$ cat config.mk
export PLATFORM = sky130hd
export DESIGN_NAME = iff_chunk_header_parser_flat
export DESIGN_NICKNAME = d
export VERILOG_FILES = /design/src/sv/iffchp_pkg.sv /design/src/sv/iffchp_ifs.sv /design/src/sv/iffchp_ram.sv /design/src/sv/iff_chunk_header_parser.sv /design/src/flat_wrapper.sv
export VERILOG_INCLUDE_DIRS = /design/src /design/src/sv
export SDC_FILE = /design/constraint.sdc
export NUM_CORES = 2
export LEC_CHECK = 0
export BUFFER_PORTS_ARGS = -buffer_cell sky130_fd_sc_hd__buf_2
export CAP_MARGIN = 20
export CORE_MARGIN = 2
export CORE_UTILIZATION = 55
export CTS_CLUSTER_DIAMETER = 120
export DETAILED_ROUTE_END_ITERATION = 16
export PLACE_DENSITY_LB_ADDON = 0.25
export SLEW_MARGIN = 10
export SYNTH_ARGS = -nofsm -noshare
export SYNTH_HDL_FRONTEND = slang
export SYNTH_HIERARCHICAL = 1
export SYNTH_SLANG_ARGS = --single-unit
$ cat constraint.sdc
create_clock -name clk -period 14.1 [get_ports clk]
set_clock_uncertainty 0.2 [all_clocks]
set_input_delay 0 -clock clk [delete_from_list [all_inputs] [get_ports clk]]
set_output_delay 0 -clock clk [all_outputs]
set_load 0.02 [all_outputs]
$ cat src/sv/iff_chunk_header_parser_macros.svh
// Assertion macros for the IFF chunk header parser.
// Included by the top level; expects signals named clk and rst_n in scope.
`ifndef IFF_CHUNK_HEADER_PARSER_MACROS_SVH
`define IFF_CHUNK_HEADER_PARSER_MACROS_SVH

// A condition that must hold at every clock edge out of reset.
`define IFFCHP_ASSERT_ALWAYS(label, cond, msg) \
    label: assert property (@(posedge clk) disable iff (!rst_n) (cond)) \
        else $error(msg);

// A condition that must hold whenever the antecedent holds.
`define IFFCHP_ASSERT_IMPLY(label, ante, cons, msg) \
    label: assert property (@(posedge clk) disable iff (!rst_n) (ante) |-> (cons)) \
        else $error(msg);

`endif

$ cat src/sv/iffchp_pkg.sv
// Package for the IFF chunk header parser: constants, event type, state type
// and character class helpers. No dependencies.
`default_nettype none

package iffchp_pkg;

    localparam int STACK_DEPTH_DEF = 16;
    localparam int OFFSET_BITS_DEF = 32;
    localparam int WINDOW_BYTES    = 12;

    localparam logic [31:0] TAG_FORM = 32'h464F_524D;
    localparam logic [31:0] TAG_NULL = 32'h4E55_4C4C;

    localparam logic [7:0] CHAR_A     = 8'h41;
    localparam logic [7:0] CHAR_Z     = 8'h5A;
    localparam logic [7:0] CHAR_0     = 8'h30;
    localparam logic [7:0] CHAR_9     = 8'h39;
    localparam logic [7:0] CHAR_SPACE = 8'h20;

    localparam logic [1:0] KIND_FOLDER   = 2'd0;
    localparam logic [1:0] KIND_DATA     = 2'd1;
    localparam logic [1:0] KIND_BAD_NAME = 2'd2;
    localparam logic [1:0] KIND_OVERFLOW = 2'd3;

    localparam logic [3:0] NAME_LEN_SHORT = 4'd4;
    localparam logic [3:0] NAME_LEN_LONG  = 4'd8;

    typedef enum logic {
        ST_RUN,
        ST_POP
    } state_t;

    typedef struct packed {
        logic [1:0]  kind;
        logic [4:0]  depth;
        logic [3:0]  name_len;
        logic [63:0] name;
        logic [31:0] size;
        logic [31:0] poff;
    } ev_t;

    function automatic logic name_char(input logic [7:0] c);
        return (c inside {[CHAR_A:CHAR_Z], [CHAR_0:CHAR_9], CHAR_SPACE});
    endfunction

    function automatic logic name4(input logic [31:0] w);
        return name_char(w[31:24]) && name_char(w[23:16]) &&
               name_char(w[15:8]) && name_char(w[7:0]);
    endfunction

endpackage

`default_nettype wire

$ cat src/sv/iffchp_ifs.sv
// Valid/ready channel interfaces of the IFF chunk header parser.
// The byte channel feeds the parser; the event channel carries its results.
`default_nettype none

interface iffchp_in_if;
    logic       valid;
    logic       ready;
    logic [7:0] data_byte;
    logic       last_byte;

    modport source (output valid, output data_byte, output last_byte, input ready);
    modport sink (input valid, input data_byte, input last_byte, output ready);
endinterface

interface iffchp_out_if;
    logic        valid;
    logic        ready;
    logic [1:0]  event_kind;
    logic [4:0]  nest_depth;
    logic [3:0]  name_length;
    logic [63:0] chunk_name;
    logic [31:0] chunk_size;
    logic [31:0] payload_offset;

    modport source (output valid, output event_kind, output nest_depth,
                    output name_length, output chunk_name, output chunk_size,
                    output payload_offset, input ready);
    modport sink (input valid, input event_kind, input nest_depth,
                  input name_length, input chunk_name, input chunk_size,
                  input payload_offset, output ready);
endinterface

`default_nettype wire

$ cat src/sv/iffchp_ram.sv
// Generic single-write, single-read RAM with a registered read port.
// No dependencies.
`default_nettype none

module iffchp_ram #(
    parameter int WIDTH = 32,
    parameter int DEPTH = 16
) (
    input  wire logic                     clk,
    input  wire logic                     we,
    input  wire logic [$clog2(DEPTH)-1:0] waddr,
    input  wire logic [WIDTH-1:0]         wdata,
    input  wire logic [$clog2(DEPTH)-1:0] raddr,
    output logic      [WIDTH-1:0]         rdata
);

    logic [WIDTH-1:0] mem_reg [DEPTH];
    logic [WIDTH-1:0] rdata_reg;

    always_ff @(posedge clk)
    begin
        if (we)
        begin
            mem_reg[waddr] <= wdata;
        end
        rdata_reg <= mem_reg[raddr];
    end

    assign rdata = rdata_reg;

endmodule

`default_nettype wire

$ cat src/sv/iff_chunk_header_parser.sv
// IFF chunk header parser, top level. Depends on iffchp_pkg, the channel
// interfaces in iffchp_ifs.sv, iffchp_ram and the assertion macro header.
//
//   channel     direction  payload
//   bytes_in    sink       data_byte, last_byte
//   events_out  source     event_kind, nest_depth, name_length, chunk_name,
//                          chunk_size, payload_offset
//
// One byte is taken per cycle while no pop runs and the skid entry is empty.
// The top of the end offset stack is cached in a register, so a chunk boundary
// costs nothing unless the cached top matches and deeper entries remain; each
// further entry is then read from the stack RAM and compared; bytes stall.
// Reset is asynchronous and active low; the stack RAM needs no clearing pass.
// A two-entry output stage lets bytes flow while one event waits downstream.
`default_nettype none
`include "iff_chunk_header_parser_macros.svh"

module iff_chunk_header_parser
    import iffchp_pkg::*;
#(
    parameter int STACK_DEPTH = STACK_DEPTH_DEF,
    parameter int OFFSET_BITS = OFFSET_BITS_DEF
) (
    input wire logic     clk,
    input wire logic     rst_n,
    iffchp_in_if.sink    bytes_in,
    iffchp_out_if.source events_out
);

    localparam int AW = $clog2(STACK_DEPTH);
    localparam int CW = $clog2(STACK_DEPTH + 1);
    localparam logic [CW-1:0] CNT_FULL = CW'(STACK_DEPTH);
    localparam logic [CW-1:0] CNT_ONE  = CW'(1);
    localparam logic [CW-1:0] CNT_TWO  = CW'(2);
    localparam logic [OFFSET_BITS-1:0] OFF_ONE   = OFFSET_BITS'(1);
    localparam logic [OFFSET_BITS-1:0] OFF_THREE = OFFSET_BITS'(3);

    state_t state_reg, state_next;
    logic [OFFSET_BITS-1:0] off_reg, off_next;
    logic [CW-1:0]          cnt_reg, cnt_next;
    logic [3:0]             fill_reg, fill_next;
    logic [31:0]            skip_reg, skip_next;
    logic                   err_reg, err_next;
    logic                   pend_valid_reg, pend_valid_next;
    logic                   pend_last_reg, pend_last_next;
    logic                   out_valid_reg, out_valid_next;
    logic                   skid_valid_reg, skid_valid_next;

    logic [7:0]             win_reg [WINDOW_BYTES];
    logic [OFFSET_BITS-1:0] top_reg;
    logic [OFFSET_BITS-1:0] pos_reg;
    ev_t                    pend_reg;
    ev_t                    out_reg, out_next;
    ev_t                    skid_reg, skid_next;

    logic [7:0]             cur [WINDOW_BYTES];
    logic [31:0]            hdr0, hdr1, hdr2;
    logic                   in_fire, out_fire, active;
    logic [3:0]             fill_inc, fill_after;
    logic                   is_long, null_case, bad, finish, len8, folder, overflow;
    logic                   push, trunc, ev_valid;
    logic [31:0]            size_v;
    logic [63:0]            name_v;
    logic [OFFSET_BITS-1:0] poff_v, pop_pos;
    logic                   pop_req, pop_hit, go_pop;
    logic [CW-1:0]          cnt_after, cnt_m2, cnt_pop;
    logic                   pop_match, pop_more;
    ev_t                    ev_core, emit_ev;
    logic                   emit_valid;
    logic                   ram_we;
    logic [AW-1:0]          ram_waddr, ram_raddr;
    logic [OFFSET_BITS-1:0] ram_wdata, ram_rdata;

    iffchp_ram #(
        .WIDTH(OFFSET_BITS),
        .DEPTH(STACK_DEPTH)
    ) u_stack_ram (
        .clk  (clk),
        .we   (ram_we),
        .waddr(ram_waddr),
        .wdata(ram_wdata),
        .raddr(ram_raddr),
        .rdata(ram_rdata)
    );

    // Handshake and output drive.
    always_comb
    begin
        bytes_in.ready            = (state_reg == ST_RUN) && !skid_valid_reg;
        events_out.valid          = out_valid_reg;
        events_out.event_kind     = out_reg.kind;
        events_out.nest_depth     = out_reg.depth;
        events_out.name_length    = out_reg.name_len;
        events_out.chunk_name     = out_reg.name;
        events_out.chunk_size     = out_reg.size;
        events_out.payload_offset = out_reg.poff;
    end

    assign in_fire  = bytes_in.valid && bytes_in.ready;
    assign out_fire = out_valid_reg && events_out.ready;

    // Header decode of the incoming byte.
    always_comb
    begin
        for (int i = 0; i < WINDOW_BYTES; i++)
        begin
            cur[i] = (fill_reg == 4'(i)) ? bytes_in.data_byte : win_reg[i];
        end
        hdr0 = {cur[0], cur[1], cur[2], cur[3]};
        hdr1 = {cur[4], cur[5], cur[6], cur[7]};
        hdr2 = {cur[8], cur[9], cur[10], cur[11]};

        active    = in_fire && !err_reg && (skip_reg == 32'd0);
        fill_inc  = fill_reg + 4'd1;
        is_long   = name4(hdr1);
        null_case = active && (fill_inc == 4'd8) && !is_long && (hdr0 == TAG_NULL);
        bad       = (active && (fill_inc == 4'd4) && !name4(hdr0)) || null_case;
        len8      = (fill_inc == 4'(WINDOW_BYTES));
        finish    = active && (len8 || ((fill_inc == 4'd8) && !is_long && !null_case));

        size_v   = len8 ? hdr2 : hdr1;
        name_v   = len8 ? {hdr0, hdr1} : {hdr0, 32'h0};
        poff_v   = off_reg + OFF_ONE;
        folder   = (size_v >= 32'd4) && ((hdr0 == TAG_FORM) || (len8 && (hdr1 == TAG_FORM)));
        overflow = (cnt_reg >= CNT_FULL);
        push     = finish && folder && !overflow;

        if (!active)
        begin
            fill_after = fill_reg;
        end
        else if (bad || finish)
        begin
            fill_after = 4'd0;
        end
        else
        begin
            fill_after = fill_inc;
        end

        trunc    = in_fire && bytes_in.last_byte && !bad && !finish && !err_reg &&
                   (fill_after != 4'd0);
        ev_valid = bad || finish || trunc;

        ev_core = '0;
        if (finish)
        begin
            ev_core.kind     = folder ? (overflow ? KIND_OVERFLOW : KIND_FOLDER) : KIND_DATA;
            ev_core.name_len = len8 ? NAME_LEN_LONG : NAME_LEN_SHORT;
            ev_core.name     = name_v;
            ev_core.size     = size_v;
            ev_core.poff     = 32'(poff_v);
        end
        else if (bad)
        begin
            ev_core.kind = KIND_BAD_NAME;
        end
        else
        begin
            ev_core.kind = KIND_OVERFLOW;
        end

        pop_req   = active && ((fill_reg == 4'd0) || null_case);
        pop_pos   = (fill_reg == 4'd0) ? off_reg : (off_reg - OFF_THREE);
        pop_hit   = pop_req && (cnt_reg != '0) && (top_reg == pop_pos);
        cnt_after = cnt_reg - (pop_hit ? CNT_ONE : '0);
        go_pop    = pop_hit && (cnt_after != '0);

        cnt_m2    = cnt_reg - CNT_TWO;
        cnt_pop   = cnt_reg - CNT_ONE;
        pop_match = (ram_rdata == pos_reg);
        pop_more  = pop_match && (cnt_pop != '0);

        ram_we    = push;
        ram_waddr = cnt_reg[AW-1:0];
        ram_wdata = poff_v + size_v[OFFSET_BITS-1:0];
        ram_raddr = cnt_m2[AW-1:0];
    end

    // Next state.
    always_comb
    begin
        state_next = state_reg;
        case (state_reg)
            ST_RUN:
            begin
                if (go_pop)
                begin
                    state_next = ST_POP;
                end
            end
            ST_POP:
            begin
                if (!pop_more)
                begin
                    state_next = ST_RUN;
                end
            end
            default:
            begin
                state_next = ST_RUN;
            end
        endcase
    end

    // Parser state updates and event emission.
    always_comb
    begin
        off_next        = off_reg;
        cnt_next        = cnt_reg;
        fill_next       = fill_reg;
        skip_next       = skip_reg;
        err_next        = err_reg;
        pend_valid_next = pend_valid_reg;
        pend_last_next  = pend_last_reg;
        emit_valid      = 1'b0;
        emit_ev         = ev_core;

        case (state_reg)
            ST_RUN:
            begin
                if (in_fire)
                begin
                    off_next  = poff_v;
                    fill_next = fill_after;
                    cnt_next  = cnt_after + (push ? CNT_ONE : '0);
                    if (in_fire && !err_reg && (skip_reg != 32'd0))
                    begin
                        skip_next = skip_reg - 32'd1;
                    end
                    if (finish && !folder)
                    begin
                        skip_next = size_v;
                    end
                    if (bad || (finish && folder && overflow))
                    begin
                        err_next = 1'b1;
                    end
                    if (go_pop)
                    begin
                        pend_valid_next = ev_valid;
                        pend_last_next  = bytes_in.last_byte;
                    end
                    else
                    begin
                        emit_valid    = ev_valid;
                        emit_ev.depth = 5'(cnt_after) + 5'd1;
                        if (bytes_in.last_byte)
                        begin
                            off_next  = '0;
                            cnt_next  = '0;
                            fill_next = 4'd0;
                            skip_next = 32'd0;
                            err_next  = 1'b0;
                        end
                    end
                end
            end
            ST_POP:
            begin
                if (pop_match)
                begin
                    cnt_next = cnt_pop;
                end
                if (!pop_more)
                begin
                    emit_valid    = pend_valid_reg;
                    emit_ev       = pend_reg;
                    emit_ev.depth = 5'(cnt_next) + 5'd1;
                    if (pend_last_reg)
                    begin
                        off_next  = '0;
                        cnt_next  = '0;
                        fill_next = 4'd0;
                        skip_next = 32'd0;
                        err_next  = 1'b0;
                    end
                end
            end
            default:
            begin
            end
        endcase
    end

    // Two-entry output stage.
    always_comb
    begin
        out_next        = out_reg;
        out_valid_next  = out_valid_reg;
        skid_next       = skid_reg;
        skid_valid_next = skid_valid_reg;
        if (out_fire)
        begin
            if (skid_valid_reg)
            begin
                out_next        = skid_reg;
                skid_valid_next = 1'b0;
            end
            else
            begin
                out_valid_next = 1'b0;
            end
        end
        if (emit_valid)
        begin
            if (!out_valid_next)
            begin
                out_next       = emit_ev;
                out_valid_next = 1'b1;
            end
            else
            begin
                skid_next       = emit_ev;
                skid_valid_next = 1'b1;
            end
        end
    end

    always_ff @(posedge clk or negedge rst_n)
    begin
        if (!rst_n)
        begin
            state_reg      <= ST_RUN;
            off_reg        <= '0;
            cnt_reg        <= '0;
            fill_reg       <= 4'd0;
            skip_reg       <= 32'd0;
            err_reg        <= 1'b0;
            pend_valid_reg <= 1'b0;
            pend_last_reg  <= 1'b0;
            out_valid_reg  <= 1'b0;
            skid_valid_reg <= 1'b0;
        end
        else
        begin
            state_reg      <= state_next;
            off_reg        <= off_next;
            cnt_reg        <= cnt_next;
            fill_reg       <= fill_next;
            skip_reg       <= skip_next;
            err_reg        <= err_next;
            pend_valid_reg <= pend_valid_next;
            pend_last_reg  <= pend_last_next;
            out_valid_reg  <= out_valid_next;
            skid_valid_reg <= skid_valid_next;
        end
    end

    always_ff @(posedge clk)
    begin
        if (active)
        begin
            win_reg[fill_reg] <= bytes_in.data_byte;
        end
        if (push)
        begin
            top_reg <= ram_wdata;
        end
        else if ((state_reg == ST_POP) && !pop_match)
        begin
            top_reg <= ram_rdata;
        end
        if ((state_reg == ST_RUN) && go_pop)
        begin
            pos_reg  <= pop_pos;
            pend_reg <= ev_core;
        end
        out_reg  <= out_next;
        skid_reg <= skid_next;
    end

    `IFFCHP_ASSERT_ALWAYS(a_stack_bound, cnt_reg <= CNT_FULL, "stack count beyond depth")
    `IFFCHP_ASSERT_IMPLY(a_pop_nonempty, state_reg == ST_POP, cnt_reg != '0,
                         "pop sequence on an empty stack")
    `IFFCHP_ASSERT_IMPLY(a_err_idle, err_reg, (fill_reg == 4'd0) && (skip_reg == 32'd0),
                         "header or skip in progress after an error")
    `IFFCHP_ASSERT_IMPLY(a_skid_order, skid_valid_reg, out_valid_reg,
                         "skid entry held with an empty output register")

endmodule

`default_nettype wire

$ cat src/flat_wrapper.sv
// flat-port wrapper written by rule: the top's interface ports become plain ports
module iff_chunk_header_parser_flat import iffchp_pkg::*;
#(
    parameter int STACK_DEPTH = STACK_DEPTH_DEF,
    parameter int OFFSET_BITS = OFFSET_BITS_DEF
)
  (clk, rst_n, bytes_in_valid, bytes_in_data_byte, bytes_in_last_byte, bytes_in_ready, events_out_valid, events_out_event_kind, events_out_nest_depth, events_out_name_length, events_out_chunk_name, events_out_chunk_size, events_out_payload_offset, events_out_ready);
  iffchp_in_if bytes_in_i ();
  iffchp_out_if events_out_i ();
  input wire logic clk;
  input wire logic rst_n;
  input wire logic [$bits(bytes_in_i.valid)-1:0] bytes_in_valid;
  input wire logic [$bits(bytes_in_i.data_byte)-1:0] bytes_in_data_byte;
  input wire logic [$bits(bytes_in_i.last_byte)-1:0] bytes_in_last_byte;
  output wire logic [$bits(bytes_in_i.ready)-1:0] bytes_in_ready;
  output wire logic [$bits(events_out_i.valid)-1:0] events_out_valid;
  output wire logic [$bits(events_out_i.event_kind)-1:0] events_out_event_kind;
  output wire logic [$bits(events_out_i.nest_depth)-1:0] events_out_nest_depth;
  output wire logic [$bits(events_out_i.name_length)-1:0] events_out_name_length;
  output wire logic [$bits(events_out_i.chunk_name)-1:0] events_out_chunk_name;
  output wire logic [$bits(events_out_i.chunk_size)-1:0] events_out_chunk_size;
  output wire logic [$bits(events_out_i.payload_offset)-1:0] events_out_payload_offset;
  input wire logic [$bits(events_out_i.ready)-1:0] events_out_ready;
  assign bytes_in_i.valid = bytes_in_valid;
  assign bytes_in_i.data_byte = bytes_in_data_byte;
  assign bytes_in_i.last_byte = bytes_in_last_byte;
  assign bytes_in_ready = bytes_in_i.ready;
  assign events_out_valid = events_out_i.valid;
  assign events_out_event_kind = events_out_i.event_kind;
  assign events_out_nest_depth = events_out_i.nest_depth;
  assign events_out_name_length = events_out_i.name_length;
  assign events_out_chunk_name = events_out_i.chunk_name;
  assign events_out_chunk_size = events_out_i.chunk_size;
  assign events_out_payload_offset = events_out_i.payload_offset;
  assign events_out_i.ready = events_out_ready;
  iff_chunk_header_parser #(.STACK_DEPTH(STACK_DEPTH), .OFFSET_BITS(OFFSET_BITS)) u_core (.clk(clk), .rst_n(rst_n), .bytes_in(bytes_in_i), .events_out(events_out_i));
endmodule
==> impl_summary.log <==
INFO  metric outcome = finished, final reports clean
INFO  metric hold_path_depth = 3
INFO  metric synthCells = 3,874
INFO  metric post_drt_wl_per_cell = around 26 microns
INFO  metric worst-slew-pin-transition = 1.19 ns
INFO  metric yosys_warnings = 6
INFO  metric clk_transition_reported_paths = 0.06 ns
INFO  metric hp-class = primary input to flop
INFO  metric hpwl_after_detailed_placement = roughly 90,000 microns
INFO  metric synthesis.area_per_instance = 14.0 sq um
INFO  metric multi_input_area = between 0.015 and 0.02 sq mm
INFO  metric fin_tns_setup = 0 ns
INFO  metric row_count = around 120
INFO  metric synth_edf_count = 941
INFO  metric layout-drive-gt1-share = 0.225
INFO  metric reg2reg_slack = 5.78 ns
INFO  metric static_power_due_to_leakage = 23.1 nW
INFO  metric routed_wirelength = 140,000 microns
INFO  metric cts_root_buffer = sky130_fd_sc_hd__clkbuf_16
INFO  metric period_share = 0.590
INFO  metric clock_tree_from_tritoncts = built
INFO  metric core = ~0.1 sq mm
INFO  metric synthDominantCellAreaShare = 0.522
INFO  metric crit_path_cell_trace = inv_1 > ha_1 > or3b_2 > nand4b_1 > nor3_1 > mux2i_1 > o2111ai_1 > nor4_1 > and4_1 > ha_1 > ha_1 > xnor2_1 > nand4_1 > nand4_4 > and2_1 > a21boi_1 > nor2_4 > buf_12
INFO  metric final_setup_violation_count = 0
INFO  metric antenna_found_initial = 2
INFO  metric areaGrowthSynthToFinish = 11.9%
INFO  metric tritoncts_num_sinks = 1,191
INFO  metric vdd.ir_drop.worst = 0.127 mV
INFO  metric synth_fp_nets = 3,936
INFO  metric num_io_pins = 154
INFO  metric vias_in_the_first_global_route = 33,100
INFO  metric timing.critical_path.arrival = around 8.5 ns
INFO  metric timing.hold.worst.start = bytes_in_last_byte
INFO  metric postSynthRegisterBits = 1,191
INFO  metric ff2ff_path_depth = 18
INFO  metric grt_pass1_wl = 210,000 microns
INFO  metric net_total_in_the_final_layout = 4,081
INFO  metric htree_num_levels = 3
INFO  metric synth_top_area_cell = sky130_fd_sc_hd__edfxtp_1
INFO  metric initial_core_util = 0.553
INFO  metric max-cap-violations = 0
INFO  metric vias_after_detailed_routing = 33,700
INFO  metric postPlaceCellArea = ~0.056 sq mm
INFO  metric cts_inserted_buffers = 118
INFO  metric die_area = 0.101 sq mm
INFO  metric synth_cell_area = 0.0542 sq mm
INFO  metric final-seq-area = between 0.03 and 0.04 sq mm
INFO  metric grt_setup_unrepaired = no
INFO  metric clkLatencyLatePin = 0.72 ns
INFO  metric largest_reg_flops = about 500
INFO  metric delay_of_the_slowest_critical_path_stage = between 0.8 and 0.9 ns
INFO  metric globalRoute.totalOverflow = 0
INFO  metric synth_unique_cells = 94
INFO  metric worst_setup_path_end_kind = flop
INFO  metric die_w = 318 microns
INFO  metric clock_tree.buffer_depth = 3
INFO  metric layout.cell_area.non_filler = 0.0606 sq mm
INFO  metric fmax = 120 MHz
INFO  metric top_layer = met4
INFO  metric end_of_the_worst_register_to_register_path = u_core/skid_reg[23]
INFO  metric dr.pass1.iters = 6
INFO  metric regToRegStartpoint = u_core/fill_reg[0]
INFO  metric detail_route.iter0.violations = 3,476
INFO  metric power_density = 144 mW/mm^2
INFO  metric post-route-min-period = 8.32 ns
INFO  metric worst_ep_required_time = 14.24 ns
INFO  metric filler_cell_count = 7,333
INFO  metric ant_nets = 0
INFO  metric critPathMaxFanout = 115
INFO  metric vias_per_instance = 6.23
INFO  metric critical-path-top-cell-by-count = sky130_fd_sc_hd__ha_1
INFO  metric remaining_routing_drc_violations = 0
INFO  metric met2RoutedLength = 69,700 microns
INFO  metric die_h = 318 microns
INFO  metric grt_max_degree = 116
INFO  metric postSynth.asyncResetShare = 0.0663
INFO  metric grt_usage = 0.274
INFO  metric cells_taking_the_most_area_after_synthesis = sky130_fd_sc_hd__edfxtp_1 52%, sky130_fd_sc_hd__dfxtp_1 6.3%, sky130_fd_sc_hd__mux4_2 5.3%
INFO  metric place_congestion = 0.935
INFO  metric timing.final.hold_violations = 0
INFO  metric met3_wirelength = between 7000 and 8000 microns
INFO  metric yosysSeqAreaShare = 0.621
INFO  metric maxSlewHeadroom = 0.208
INFO  metric route.layer.met1.wl = 56,700 microns
INFO  metric setup.worst_path.start_class = flop
INFO  metric synthFlopType = sky130_fd_sc_hd__edfxtp_1
INFO  metric hold_critical_path_endpoint = u_core/pend_last_reg
INFO  metric report.final.slew_viol_count = 0
INFO  metric worstSetupPathType = flop to flop
INFO  metric number_of_port_buffers = 153
INFO  metric critPathSlowestCell = sky130_fd_sc_hd__nor4_1
-- cell families after synthesis --
family / share of synthesized area
flops: 0.621
mux: 0.135
xor+xnor: 0.0280
buf+inv: 0.0262
fa+ha+maj: 0.0115
simple gates: 0.0860
compound gates: 0.0922
-- metrics by stage --
| stage | power, W | setup slack [ns] | util | hold slack [ns] | instances |
|---|---|---|---|---|---|
| 2_1_floorplan | 0.00512 | 2.99 | - | -0.496 | 3874 |
| 3_3_place_gp | 0.00554 | 5.83 | 0.576 | -0.167 | 5167 |
| 3_5_place_dp | 0.00556 | 5.90 | 0.576 | -0.176 | 5168 |
| 4_1_cts | 0.00876 | 5.86 | 0.618 | 0.0434 | 5408 |
| 5_1_grt | 0.00904 | 5.26 | 0.619 | 0.0823 | 5411 |
| 6_report | 0.00872 | 5.78 | 0.619 | 0.0930 | 5412 |
-- Yosys cell counts, types with 29 or more instances --
cell,instances
sky130_fd_sc_hd__xnor2_1,71
sky130_fd_sc_hd__a31oi_1,35
sky130_fd_sc_hd__inv_1,90
sky130_fd_sc_hd__mux2_4,110
sky130_fd_sc_hd__and2_1,46
sky130_fd_sc_hd__mux2i_1,40
sky130_fd_sc_hd__a22oi_1,88
sky130_fd_sc_hd__mux4_2,128
sky130_fd_sc_hd__a21o_1,148
sky130_fd_sc_hd__clkbuf_1,155
sky130_fd_sc_hd__nor3_1,81
sky130_fd_sc_hd__nor4_1,50
sky130_fd_sc_hd__mux2_2,191
sky130_fd_sc_hd__a21oi_1,148
sky130_fd_sc_hd__ha_1,48
sky130_fd_sc_hd__nand3_1,65
sky130_fd_sc_hd__o21ai_0,95
sky130_fd_sc_hd__dfrtp_1,79
sky130_fd_sc_hd__dfxtp_1,171
sky130_fd_sc_hd__xor2_1,92
sky130_fd_sc_hd__nor2_1,209
sky130_fd_sc_hd__o22ai_1,30
sky130_fd_sc_hd__buf_2,36
sky130_fd_sc_hd__nand4_1,29
sky130_fd_sc_hd__nand2_1,248
sky130_fd_sc_hd__edfxtp_1,941
-- per-layer routing --
metal | vias up | GRT usage
li1 | 15200 | -
met1 | 16900 | 0.364
met2 | 1297 | 0.466
met3 | 289 | 0.0303
met4 | 0 | 0.102
met5 | - | 0
-- timing repair --
item | 4_1_cts | 5_1_grt
resized for setup | 0 | 0
setup buffers | 0 | 0
hold endpoints to repair | 325 | 0
hold buffers | 15 | 0
-- worst max-delay path, delay by kind of cell, from the launching register on --
kind | cells | cell delay, ns
compound gates | 2 | 0.32
xor+xnor | 1 | 0.25
fa+ha+maj | 3 | 0.82
buf+inv | 2 | 0.62
flops | 1 | 0.52
mux | 1 | 0.29
simple gates | 9 | 4.57
-- layout by cell type, fill, tap and decap left out, drive strengths merged, types with 20 or more instances in the layout --
cell and instances:
buf 246, a22oi 88, o21a 22, nand2 249, xor2 92, xnor2 71, clkbuf 153, clkinv 46
dfxtp 171, or3 26, o211ai 22, o22ai 30, ha 48, mux2 321, mux4 128, nor2b 20
edfxtp 941, mux2i 40, o21ai 97, nor4 52, a21o 148, nand2b 22, nor2 209, a31oi 35
inv 94, nand3 65, a21oi 150, dfrtp 79, and2 47, nand4 30, nor3 81
-- final cells by class --
class	instances	share of cell area
inverter	91	0.00568
antenna	1	0.0000413
tap	1287	0.0266
timing repair buffer	260	0.0273
clock inverter	72	0.0126
multi-input combinational	2357	0.319
sequential	1191	0.555
clock buffer	153	0.0533
-- how the worst max path moves through the flow --
stage                  startpoint                  end  slack, ns  cells after the start
2_1_floorplan  u_core/fill_reg[1]   u_core/skid_reg[0]       2.99                     21
3_3_place_gp   u_core/fill_reg[0]  u_core/skid_reg[24]       5.83                     18
3_5_place_dp   u_core/fill_reg[0]  u_core/skid_reg[25]       5.90                     18
4_1_cts        u_core/fill_reg[0]  u_core/skid_reg[52]       5.86                     18
5_1_grt        u_core/fill_reg[0]  u_core/skid_reg[52]       5.26                     18
6_report       u_core/fill_reg[0]  u_core/skid_reg[23]       5.78                     18
-- where the power goes --
group / total (W) / switching [W] / internal, W
Combinational: 0.00141 / 0.000864 / 0.000549
Sequential: 0.00410 / 0.000141 / 0.00396
Clock: 0.00321 / 0.00134 / 0.00187
Total: 0.00872 / 0.00234 / 0.00638
(Power assumes the default switching activity.)
